### src/rtl/core/whp_pkg.sv
// Shared types and constants for the WAV header parser.
// No dependencies.
`default_nettype none
package whp_pkg;

  localparam logic [31:0] MagicRiff = 32'h52494646;
  localparam logic [31:0] MagicWave = 32'h57415645;
  localparam logic [31:0] MagicFmt  = 32'h666d7420;
  localparam logic [31:0] MagicData = 32'h64617461;
  localparam logic [31:0] RateMax   = 32'd96000;
  localparam logic [31:0] RateMin   = 32'd100;
  localparam logic [31:0] FmtBase   = 32'd16;

  localparam logic [1:0] ActByte    = 2'd0;
  localparam logic [1:0] ActEnd     = 2'd1;
  localparam logic [1:0] ActRestart = 2'd2;

  localparam logic [1:0] StParsing = 2'd0;
  localparam logic [1:0] StDone    = 2'd1;
  localparam logic [1:0] StError   = 2'd2;

  localparam logic [3:0] ErrNone      = 4'd0;
  localparam logic [3:0] ErrNotRiff   = 4'd1;
  localparam logic [3:0] ErrNotWave   = 4'd2;
  localparam logic [3:0] ErrNoFmt     = 4'd3;
  localparam logic [3:0] ErrNotPcm    = 4'd4;
  localparam logic [3:0] ErrBadExt    = 4'd5;
  localparam logic [3:0] ErrBadMeta   = 4'd6;
  localparam logic [3:0] ErrFmtPlace  = 4'd7;
  localparam logic [3:0] ErrTruncated = 4'd8;
  localparam logic [3:0] ErrOverflow  = 4'd9;

  typedef enum logic [1:0] {
    CMD_BYTE,
    CMD_END,
    CMD_RESTART,
    CMD_NOP
  } cmd_kind_t;

  typedef enum logic [3:0] {
    PH_RIFF,
    PH_FMT,
    PH_EXTLEN,
    PH_EXTSKIP,
    PH_CHUNK,
    PH_DATALEN,
    PH_SKIPLEN,
    PH_SKIP,
    PH_PAD,
    PH_DONE,
    PH_ERROR
  } phase_t;

  typedef struct packed {
    cmd_kind_t   kind;
    logic [7:0]  data;
  } cmd_t;

  typedef struct packed {
    logic [1:0]  status;
    logic [3:0]  error_kind;
    logic [1:0]  channels;
    logic [16:0] sample_rate;
    logic [2:0]  bytes_per_frame;
    logic        eight_bit_format;
    logic [31:0] data_offset;
    logic [31:0] data_length;
  } result_t;

endpackage
`default_nettype wire

### src/rtl/core/whp_fifo.sv
// Two-entry queue with registered storage.
// No package dependency.
`default_nettype none
module whp_fifo #(
  parameter int unsigned WIDTH = 8
) (
  input  wire logic             clk,
  input  wire logic             rst_n,
  input  wire logic             push,
  input  wire logic [WIDTH-1:0] wdata,
  output logic                  full,
  input  wire logic             pop,
  output logic [WIDTH-1:0]      rdata,
  output logic                  empty
);
  logic [WIDTH-1:0] mem_r [2];
  logic             wptr_r, rptr_r;
  logic [1:0]       cnt_r, cnt_nxt;
  logic             do_push, do_pop;

  assign full    = (cnt_r == 2'd2);
  assign empty   = (cnt_r == 2'd0);
  assign do_push = push && !full;
  assign do_pop  = pop && !empty;
  assign rdata   = mem_r[rptr_r];

  always_comb begin
    cnt_nxt = cnt_r;
    if (do_push && !do_pop) cnt_nxt = cnt_r + 2'd1;
    else if (do_pop && !do_push) cnt_nxt = cnt_r - 2'd1;
  end

  always_ff @(posedge clk) begin
    if (!rst_n) begin
      wptr_r <= 1'b0;
      rptr_r <= 1'b0;
      cnt_r  <= 2'd0;
    end else begin
      if (do_push) wptr_r <= ~wptr_r;
      if (do_pop) rptr_r <= ~rptr_r;
      cnt_r <= cnt_nxt;
    end
  end

  always_ff @(posedge clk) begin
    if (do_push) mem_r[wptr_r] <= wdata;
  end
endmodule
`default_nettype wire

### src/rtl/core/whp_front.sv
// Front end: decodes the input action into a command and queues it.
// Depends on whp_pkg and whp_fifo.
`default_nettype none
module whp_front (
  input  wire logic          clk,
  input  wire logic          rst_n,
  input  wire logic          push,
  input  wire logic [1:0]    action,
  input  wire logic [7:0]    data_byte,
  output logic               full,
  input  wire logic          cmd_pop,
  output whp_pkg::cmd_t      cmd,
  output logic               cmd_empty
);
  import whp_pkg::*;

  cmd_t       cmd_in;
  logic [$bits(cmd_t)-1:0] rd_bits;

  always_comb begin
    cmd_in.data = data_byte;
    unique case (action)
      ActByte:    cmd_in.kind = CMD_BYTE;
      ActEnd:     cmd_in.kind = CMD_END;
      ActRestart: cmd_in.kind = CMD_RESTART;
      default:    cmd_in.kind = CMD_NOP;
    endcase
  end

  whp_fifo #(.WIDTH($bits(cmd_t))) u_q (
    .clk   (clk),
    .rst_n (rst_n),
    .push  (push),
    .wdata (cmd_in),
    .full  (full),
    .pop   (cmd_pop),
    .rdata (rd_bits),
    .empty (cmd_empty)
  );

  assign cmd = cmd_t'(rd_bits);
endmodule
`default_nettype wire

### src/rtl/core/whp_back.sv
// Back end: RIFF/WAVE parse state machine, one command per cycle while fire is high.
// Depends on whp_pkg.
`default_nettype none
module whp_back (
  input  wire logic        clk,
  input  wire logic        rst_n,
  input  wire logic        fire,
  input  whp_pkg::cmd_t    cmd,
  output whp_pkg::result_t res
);
  import whp_pkg::*;

  phase_t      phase_r, phase_nxt;
  logic [4:0]  idx_r, idx_nxt;
  logic [31:0] asm_r, asm_nxt;
  logic [31:0] fsize_r, fsize_nxt;
  logic [15:0] chan_r, chan_nxt;
  logic [31:0] rate_r, rate_nxt;
  logic [15:0] frame_r, frame_nxt;
  logic [15:0] bits_r, bits_nxt;
  logic [31:0] skip_r, skip_nxt;
  logic [32:0] pos_r, pos_nxt;
  logic [31:0] plen_r, plen_nxt;
  logic [1:0]  stat_r, stat_nxt;
  logic [3:0]  err_r, err_nxt;

  logic [31:0] le32v;
  logic [15:0] le16v;
  logic        meta_ok_cur, meta_ok_fmt;
  logic        ok;

  function automatic logic meta_ok(input logic [31:0] rate, input logic [15:0] ch,
                                   input logic [15:0] fb, input logic [15:0] bps);
    meta_ok = (rate >= RateMin) && (rate <= RateMax) && (ch >= 16'd1) && (ch <= 16'd2)
           && (fb == 16'd1 || fb == 16'd2 || fb == 16'd4)
           && (bps == 16'd8 || bps == 16'd16);
  endfunction

  assign asm_nxt     = {asm_r[23:0], cmd.data};
  assign le32v       = {asm_nxt[7:0], asm_nxt[15:8], asm_nxt[23:16], asm_nxt[31:24]};
  assign le16v       = {asm_nxt[7:0], asm_nxt[15:8]};
  assign meta_ok_cur = meta_ok(rate_r, chan_r, frame_r, bits_r);
  assign meta_ok_fmt = meta_ok(rate_r, chan_r, frame_r, le16v);

  always_comb begin
    phase_nxt = phase_r;
    idx_nxt   = idx_r;
    fsize_nxt = fsize_r;
    chan_nxt  = chan_r;
    rate_nxt  = rate_r;
    frame_nxt = frame_r;
    bits_nxt  = bits_r;
    skip_nxt  = skip_r;
    pos_nxt   = pos_r;
    plen_nxt  = plen_r;
    stat_nxt  = stat_r;
    err_nxt   = err_r;
    if (fire) begin
      if (cmd.kind == CMD_RESTART) begin
        phase_nxt = PH_RIFF;
        idx_nxt   = '0;
        fsize_nxt = '0;
        chan_nxt  = '0;
        rate_nxt  = '0;
        frame_nxt = '0;
        bits_nxt  = '0;
        skip_nxt  = '0;
        pos_nxt   = '0;
        plen_nxt  = '0;
        stat_nxt  = StParsing;
        err_nxt   = ErrNone;
      end else if (cmd.kind == CMD_END && stat_r == StParsing) begin
        phase_nxt = PH_ERROR;
        stat_nxt  = StError;
        err_nxt   = ErrTruncated;
      end else if (cmd.kind == CMD_BYTE && stat_r == StParsing) begin
        if (pos_r != {33{1'b1}}) pos_nxt = pos_r + 33'd1;
        idx_nxt = idx_r + 5'd1;
        unique case (phase_r)
          PH_RIFF: begin
            if (idx_r == 5'd3 && asm_nxt != MagicRiff) begin
              phase_nxt = PH_ERROR; stat_nxt = StError; err_nxt = ErrNotRiff;
            end else if (idx_r == 5'd11) begin
              if (asm_nxt != MagicWave) begin
                phase_nxt = PH_ERROR; stat_nxt = StError; err_nxt = ErrNotWave;
              end else begin
                phase_nxt = PH_FMT; idx_nxt = '0;
              end
            end
          end
          PH_FMT: begin
            case (idx_r)
              5'd3: if (asm_nxt != MagicFmt) begin
                phase_nxt = PH_ERROR; stat_nxt = StError; err_nxt = ErrNoFmt;
              end
              5'd7: fsize_nxt = le32v;
              5'd9: if (le16v != 16'd1) begin
                phase_nxt = PH_ERROR; stat_nxt = StError; err_nxt = ErrNotPcm;
              end
              5'd11: chan_nxt = le16v;
              5'd15: rate_nxt = le32v;
              5'd21: frame_nxt = le16v;
              5'd23: begin
                bits_nxt = le16v;
                if (fsize_r > FmtBase) begin
                  phase_nxt = PH_EXTLEN; idx_nxt = '0;
                end else if (!meta_ok_fmt) begin
                  phase_nxt = PH_ERROR; stat_nxt = StError; err_nxt = ErrBadMeta;
                end else begin
                  phase_nxt = PH_CHUNK; idx_nxt = '0;
                end
              end
              default: ;
            endcase
          end
          PH_EXTLEN: begin
            if (idx_r == 5'd1) begin
              if (fsize_r - (FmtBase + 32'd2) != {16'd0, le16v}) begin
                phase_nxt = PH_ERROR; stat_nxt = StError; err_nxt = ErrBadExt;
              end else begin
                skip_nxt = 32'({1'b0, le16v} + {16'd0, le16v[0]});
                if (le16v == 16'd0) begin
                  if (!meta_ok_cur) begin
                    phase_nxt = PH_ERROR; stat_nxt = StError; err_nxt = ErrBadMeta;
                  end else begin
                    phase_nxt = PH_CHUNK; idx_nxt = '0;
                  end
                end else begin
                  phase_nxt = PH_EXTSKIP; idx_nxt = '0;
                end
              end
            end
          end
          PH_EXTSKIP: begin
            skip_nxt = skip_r - 32'd1;
            if (skip_r == 32'd1) begin
              if (!meta_ok_cur) begin
                phase_nxt = PH_ERROR; stat_nxt = StError; err_nxt = ErrBadMeta;
              end else begin
                phase_nxt = PH_CHUNK; idx_nxt = '0;
              end
            end
          end
          PH_CHUNK: begin
            if (idx_r == 5'd3) begin
              idx_nxt = '0;
              if (asm_nxt == MagicData) phase_nxt = PH_DATALEN;
              else if (asm_nxt == MagicFmt) begin
                phase_nxt = PH_ERROR; stat_nxt = StError; err_nxt = ErrFmtPlace;
                idx_nxt = idx_r + 5'd1;
              end else phase_nxt = PH_SKIPLEN;
            end
          end
          PH_DATALEN: begin
            if (idx_r == 5'd3) begin
              plen_nxt = le32v;
              if (pos_nxt[32]) begin
                phase_nxt = PH_ERROR; stat_nxt = StError; err_nxt = ErrOverflow;
              end else begin
                phase_nxt = PH_DONE; idx_nxt = '0; stat_nxt = StDone;
              end
            end
          end
          PH_SKIPLEN: begin
            if (idx_r == 5'd3) begin
              skip_nxt = le32v;
              if (le32v == 32'd0) begin
                phase_nxt = PH_CHUNK; idx_nxt = '0;
              end else begin
                // idx holds the pad flag during the skip
                phase_nxt = PH_SKIP; idx_nxt = {4'd0, le32v[0]};
              end
            end
          end
          PH_SKIP: begin
            idx_nxt  = idx_r;
            skip_nxt = skip_r - 32'd1;
            if (skip_r == 32'd1) begin
              phase_nxt = (idx_r != 5'd0) ? PH_PAD : PH_CHUNK;
              idx_nxt   = '0;
            end
          end
          PH_PAD: begin
            phase_nxt = PH_CHUNK; idx_nxt = '0;
          end
          default: ;
        endcase
      end
    end
  end

  always_ff @(posedge clk) begin
    if (!rst_n) begin
      phase_r <= PH_RIFF;
      idx_r   <= '0;
      asm_r   <= '0;
      fsize_r <= '0;
      chan_r  <= '0;
      rate_r  <= '0;
      frame_r <= '0;
      bits_r  <= '0;
      skip_r  <= '0;
      pos_r   <= '0;
      plen_r  <= '0;
      stat_r  <= StParsing;
      err_r   <= ErrNone;
    end else begin
      phase_r <= phase_nxt;
      idx_r   <= idx_nxt;
      if (fire) begin
        if (cmd.kind == CMD_RESTART) asm_r <= '0;
        else if (cmd.kind == CMD_BYTE && stat_r == StParsing) asm_r <= asm_nxt;
      end
      fsize_r <= fsize_nxt;
      chan_r  <= chan_nxt;
      rate_r  <= rate_nxt;
      frame_r <= frame_nxt;
      bits_r  <= bits_nxt;
      skip_r  <= skip_nxt;
      pos_r   <= pos_nxt;
      plen_r  <= plen_nxt;
      stat_r  <= stat_nxt;
      err_r   <= err_nxt;
    end
  end

  // result reflects state after this beat
  assign ok = (stat_nxt == StDone);
  always_comb begin
    res.status           = stat_nxt;
    res.error_kind       = err_nxt;
    res.channels         = ok ? chan_nxt[1:0] : 2'd0;
    res.sample_rate      = ok ? rate_nxt[16:0] : 17'd0;
    res.bytes_per_frame  = ok ? frame_nxt[2:0] : 3'd0;
    res.eight_bit_format = ok && (bits_nxt == 16'd8);
    res.data_offset      = ok ? pos_nxt[31:0] : 32'd0;
    res.data_length      = ok ? plen_nxt : 32'd0;
  end
endmodule
`default_nettype wire

### src/rtl/core/wav_header_parser.sv
// Path: an accepted input beat is registered in the command queue, then its result is registered
// in the result queue, whose head drives the outputs; a full result queue stalls the parser.
// Throughput: one byte per cycle while the result queue has room; the parse state machine takes one command per cycle.
// Both sides are two-entry queues, so a held result does not stop input until both fill.
// Reset (rst_n low, synchronous) empties the queues and returns the parser to
// expecting the RIFF header.
`default_nettype none
module wav_header_parser (
  input  wire logic        clk,
  input  wire logic        rst_n,
  input  wire logic        push,
  output logic             full,
  input  wire logic [1:0]  in_action,
  input  wire logic [7:0]  in_data_byte,
  output logic             empty,
  input  wire logic        pop,
  output logic [1:0]       out_status,
  output logic [3:0]       out_error_kind,
  output logic [1:0]       out_channels,
  output logic [16:0]      out_sample_rate,
  output logic [2:0]       out_bytes_per_frame,
  output logic             out_eight_bit_format,
  output logic [31:0]      out_data_offset,
  output logic [31:0]      out_data_length
);
  import whp_pkg::*;

  cmd_t    cmd;
  logic    cmd_empty, fire, res_full;
  result_t res, head;
  logic [$bits(result_t)-1:0] head_bits;

  assign fire = !cmd_empty && !res_full;

  whp_front u_front (
    .clk       (clk),
    .rst_n     (rst_n),
    .push      (push),
    .action    (in_action),
    .data_byte (in_data_byte),
    .full      (full),
    .cmd_pop   (fire),
    .cmd       (cmd),
    .cmd_empty (cmd_empty)
  );

  whp_back u_back (
    .clk   (clk),
    .rst_n (rst_n),
    .fire  (fire),
    .cmd   (cmd),
    .res   (res)
  );

  whp_fifo #(.WIDTH($bits(result_t))) u_resq (
    .clk   (clk),
    .rst_n (rst_n),
    .push  (fire),
    .wdata (res),
    .full  (res_full),
    .pop   (pop),
    .rdata (head_bits),
    .empty (empty)
  );

  assign head                 = result_t'(head_bits);
  assign out_status           = head.status;
  assign out_error_kind       = head.error_kind;
  assign out_channels         = head.channels;
  assign out_sample_rate      = head.sample_rate;
  assign out_bytes_per_frame  = head.bytes_per_frame;
  assign out_eight_bit_format = head.eight_bit_format;
  assign out_data_offset      = head.data_offset;
  assign out_data_length      = head.data_length;
endmodule
`default_nettype wire
### config.mk
export PLATFORM = sky130hd
export DESIGN_NAME = wav_header_parser
export DESIGN_NICKNAME = d
export VERILOG_FILES = /design/src/rtl/core/whp_pkg.sv /design/src/rtl/core/whp_fifo.sv /design/src/rtl/core/whp_front.sv /design/src/rtl/core/whp_back.sv /design/src/rtl/core/wav_header_parser.sv
export SDC_FILE = /design/constraint.sdc
export NUM_CORES = 1
export LEC_CHECK = 0
export ABC_AREA = 1
export BUFFER_PORTS_ARGS = -buffer_cell sky130_fd_sc_hd__buf_2
export CORE_MARGIN = 3
export CORE_UTILIZATION = 40
export CTS_CLUSTER_DIAMETER = 60
export DETAILED_ROUTE_END_ITERATION = 7
export PLACE_DENSITY = 0.6
export RECOVER_POWER = 50
export SETUP_SLACK_MARGIN = 0.1
export SLEW_MARGIN = 20
export SYNTH_ARGS = -nofsm -noshare
export SYNTH_HDL_FRONTEND = slang
export SYNTH_SLANG_ARGS = --single-unit
export TNS_END_PERCENT = 1
### constraint.sdc
create_clock -name clk -period 6.3 [get_ports clk]
set_input_delay 1.26 -clock clk [delete_from_list [all_inputs] [get_ports clk]]
set_output_delay 1.26 -clock clk [all_outputs]
set_load 0.03 [all_outputs]
==> impl_metrics.env <==
export IMPL_outcome="complete, but fails checks"
export IMPL_violations="max-capacitance violations, max-slew violations"
export IMPL_layout_commonest_cell="nor2_1"
export IMPL_fin_total_pwr_uw=12600
export IMPL_grt_pass1_vias=18600
export IMPL_first_pass_iters=6
export IMPL_cts_made_buffers=53
export IMPL_holdCritPathClass="register to register"
export IMPL_dpl_worst_slack_ns=1.59
export IMPL_p_per_area_mw_per_mm2=489
export IMPL_hold_slack_ns=0.454
export IMPL_syn_area_mm2=0.0227
export IMPL_vdd_drop_max_uv=290
export IMPL_synth_seq_cells=464
export IMPL_portBuffers=108
export IMPL_syn_nets=2790
export IMPL_drive_above_1_share_pct=11.9
export IMPL_fin_util_pct=46.4
export IMPL_fin_crit_ns=5.40
export IMPL_reg2reg_slack_ns=0.98
export IMPL_fin_crit_sh_pct=85.7
export IMPL_cts_tree="built"
export IMPL_worstSetupEndpointType="output port"
export IMPL_dp_hpwl_um=50300
export IMPL_via_per_inst=5.47
export IMPL_grt_max_degree=115
export IMPL_ys_types=59
export IMPL_finalHoldViolations=0
export IMPL_antenna_found_initial=0
export IMPL_ctsHoldBuffers=0
export IMPL_cts_root_buf="clkbuf_16"
export IMPL_layout_common_cells="nor2_1 (511), nand2_1 (407), inv_1 (260)"
export IMPL_grt_pass1_wl_um=110000
export IMPL_gr_total_overflow=0
export IMPL_cts_resized=0
export IMPL_cts_htree_levels=2
export IMPL_ys_seq_area_share_pct=50.0
export IMPL_max_freq_mhz=185
export IMPL_tns_ns=0
export IMPL_synthArstFlopShare_pct=0
export IMPL_syn_inst=2762
export IMPL_path_clk_slew_ns=0.06
export IMPL_final_nets=2879
export IMPL_power_switching_uw=5430
export IMPL_p_leak_uw=0.00976
export IMPL_clockPowerShare_pct=25.2
export IMPL_crit_required_ns=5.04
export IMPL_r2r_end="u_resq.mem_r[0][23]"
export IMPL_via_count=19900
export IMPL_setup_viol=0
export IMPL_drt_wl_total_um=72100
export IMPL_maxCapViolCount=8
export IMPL_area_growth_pct=13.5
export IMPL_core_area_mm2=0.0556
export IMPL_internal_power_uw=7190
export IMPL_r2r_cells=5
export IMPL_r2r_start="u_front.u_q.cnt_r[0]"
export IMPL_start_kind="register"
export IMPL_diodes=0
export IMPL_die_area_mm2=0.0597
export IMPL_grt_use_total_pct=23.5
export IMPL_num_io_pins=109
export IMPL_die_w_um=244
export IMPL_sequentialPowerShare_pct=33.3
export IMPL_drtIter0Drc=2099
export IMPL_worstHoldStart="u_front.u_q.rptr_r"
export IMPL_syn_area_per_cell_um2=8.23
export IMPL_synth_warning_count=0
export IMPL_crit_type="register to output port"
export IMPL_finalMaxSlewViolations=484
export IMPL_clockBufferDepth=3
export IMPL_power_frac_comb_pct=41.5
export IMPL_start_util_pct=40.8
export IMPL_layout_setup_ws_ns=0.903
export IMPL_whs_path_depth=1
export IMPL_final_antenna_net_count=0
export IMPL_placementRows=86
export IMPL_worst_path_max_fanout=56
export IMPL_fin_skew_ns=0.0313
export IMPL_insertion_delay_ns=0.62
export IMPL_rsz0062_at_grt="false"
export IMPL_synthFlopType="dfxtp_1"
export IMPL_power_switching_share_pct=43.0
export IMPL_die_h_um=244
export IMPL_synth_edff_count=206
export IMPL_slew_headroom_pct=-79.1
export IMPL_hold_end="u_front.u_q.rptr_r"
export IMPL_gp_congestion=0.963
export IMPL_drc=0
export IMPL_cts_setup_buffers=0
export IMPL_cts_sinks=464
export IMPL_worst_pin_slew_ns=2.68
export IMPL_cp_arrival_ns=4.14
export IMPL_wl_per_cell_um=19.8
stage by stage:
step | cell area, um2 | cells
final | 25800 | 3644
after global routing | 25800 | 3644
after CTS | 25900 | 3644
after detailed placement | 24100 | 3544
after global placement | 24100 | 3544
after floorplan | 22700 | 2762
power groups by stage:
stage / sequential [uW] / combinational (uW) / clock [uW]
2_1_floorplan: 4140 / 3660 / 0
3_3_place_gp: 4210 / 5230 / 0
3_5_place_dp: 4240 / 5250 / 0
4_1_cts: 4180 / 5270 / 3240
5_1_grt: 4270 / 5690 / 3350
6_report: 4200 / 5240 / 3180
state kept, by name, indices dropped and copies added (netlist names), 20 cells and up, named ones only:
signal / count
u_back.pos_r: 33
u_back.skip_r: 32
u_back.asm_r: 24
u_front.u_q.mem_r: 20
u_back.fsize_r: 32
u_back.plen_r: 32
u_back.rate_r: 32
u_resq.mem_r: 186
metal layers:
layer  vias to the layer above  wire length (um)  track usage (%)  share of wire [%]
li1                       9553                 -                -                  -
met1                      9495             32400             33.3                 45
met2                       766             32300             36.7                 45
met3                       119              5620             4.53                7.8
met4                         0              1800             6.38                2.5
met5                         -                 0                0                  0
logic make-up (layout without fill, tap and decap cells):
group,Yosys count,after routing,synth area share (%)
adder cells (fa/ha/maj),14,14,0.771
multiplexers,93,93,4.61
XOR/XNOR,28,28,1.11
buffers and inverters,381,515,6.54
flip-flops,464,464,50.0
AND/OR/NAND/NOR,1246,1246,23.6
AO/OA/AOI/OAI,536,536,13.4
synthesized netlist by cell type (41+ instances only):
master	instances	area, um2
nand4_1	41	257
o22ai_1	66	413
edfxtp_1	206	6190
a21oi_1	153	766
nand3_1	137	686
dfxtp_1	258	5160
o21ai_0	202	1010
inv_1	260	976
nand2_1	406	1520
mux2_2	93	1050
nor2_1	517	1940
nor3_1	48	240
clkbuf_1	90	338
how the worst max path moves through the flow:
stage,start,to,slack [ns],cells after the start
5_1_grt,u_resq.cnt_r[0],u_resq.mem_r[0][23],0.59,5
4_1_cts,register,u_back.rate_r[31],1.59,14
3_5_place_dp,register,u_back.rate_r[30],1.59,14
6_report,register,out_data_offset[18],0.90,3
2_1_floorplan,u_front.u_q.cnt_r[0],u_resq.mem_r[1][0],0.71,5
3_3_place_gp,register,u_back.rate_r[31],1.78,14
worst max-delay path, cell delays in order, from the launching register on:
cell,delay (ns)
dfxtp_1,2.14
buf_4,0.70
mux2_2,0.42
buf_2,0.18
final cells by class:
type / count / area (um2)
Tap cell: 748 / 936
Clock buffer: 62 / 1400
Multi-Input combinational cell: 1917 / 9930
Fill cell: 5491 / 29800
Clock inverter: 38 / 422
Timing Repair Buffer: 146 / 739
Sequential cell: 464 / 11400
Inverter: 269 / 1010
Power figures use the tool's default switching activity.
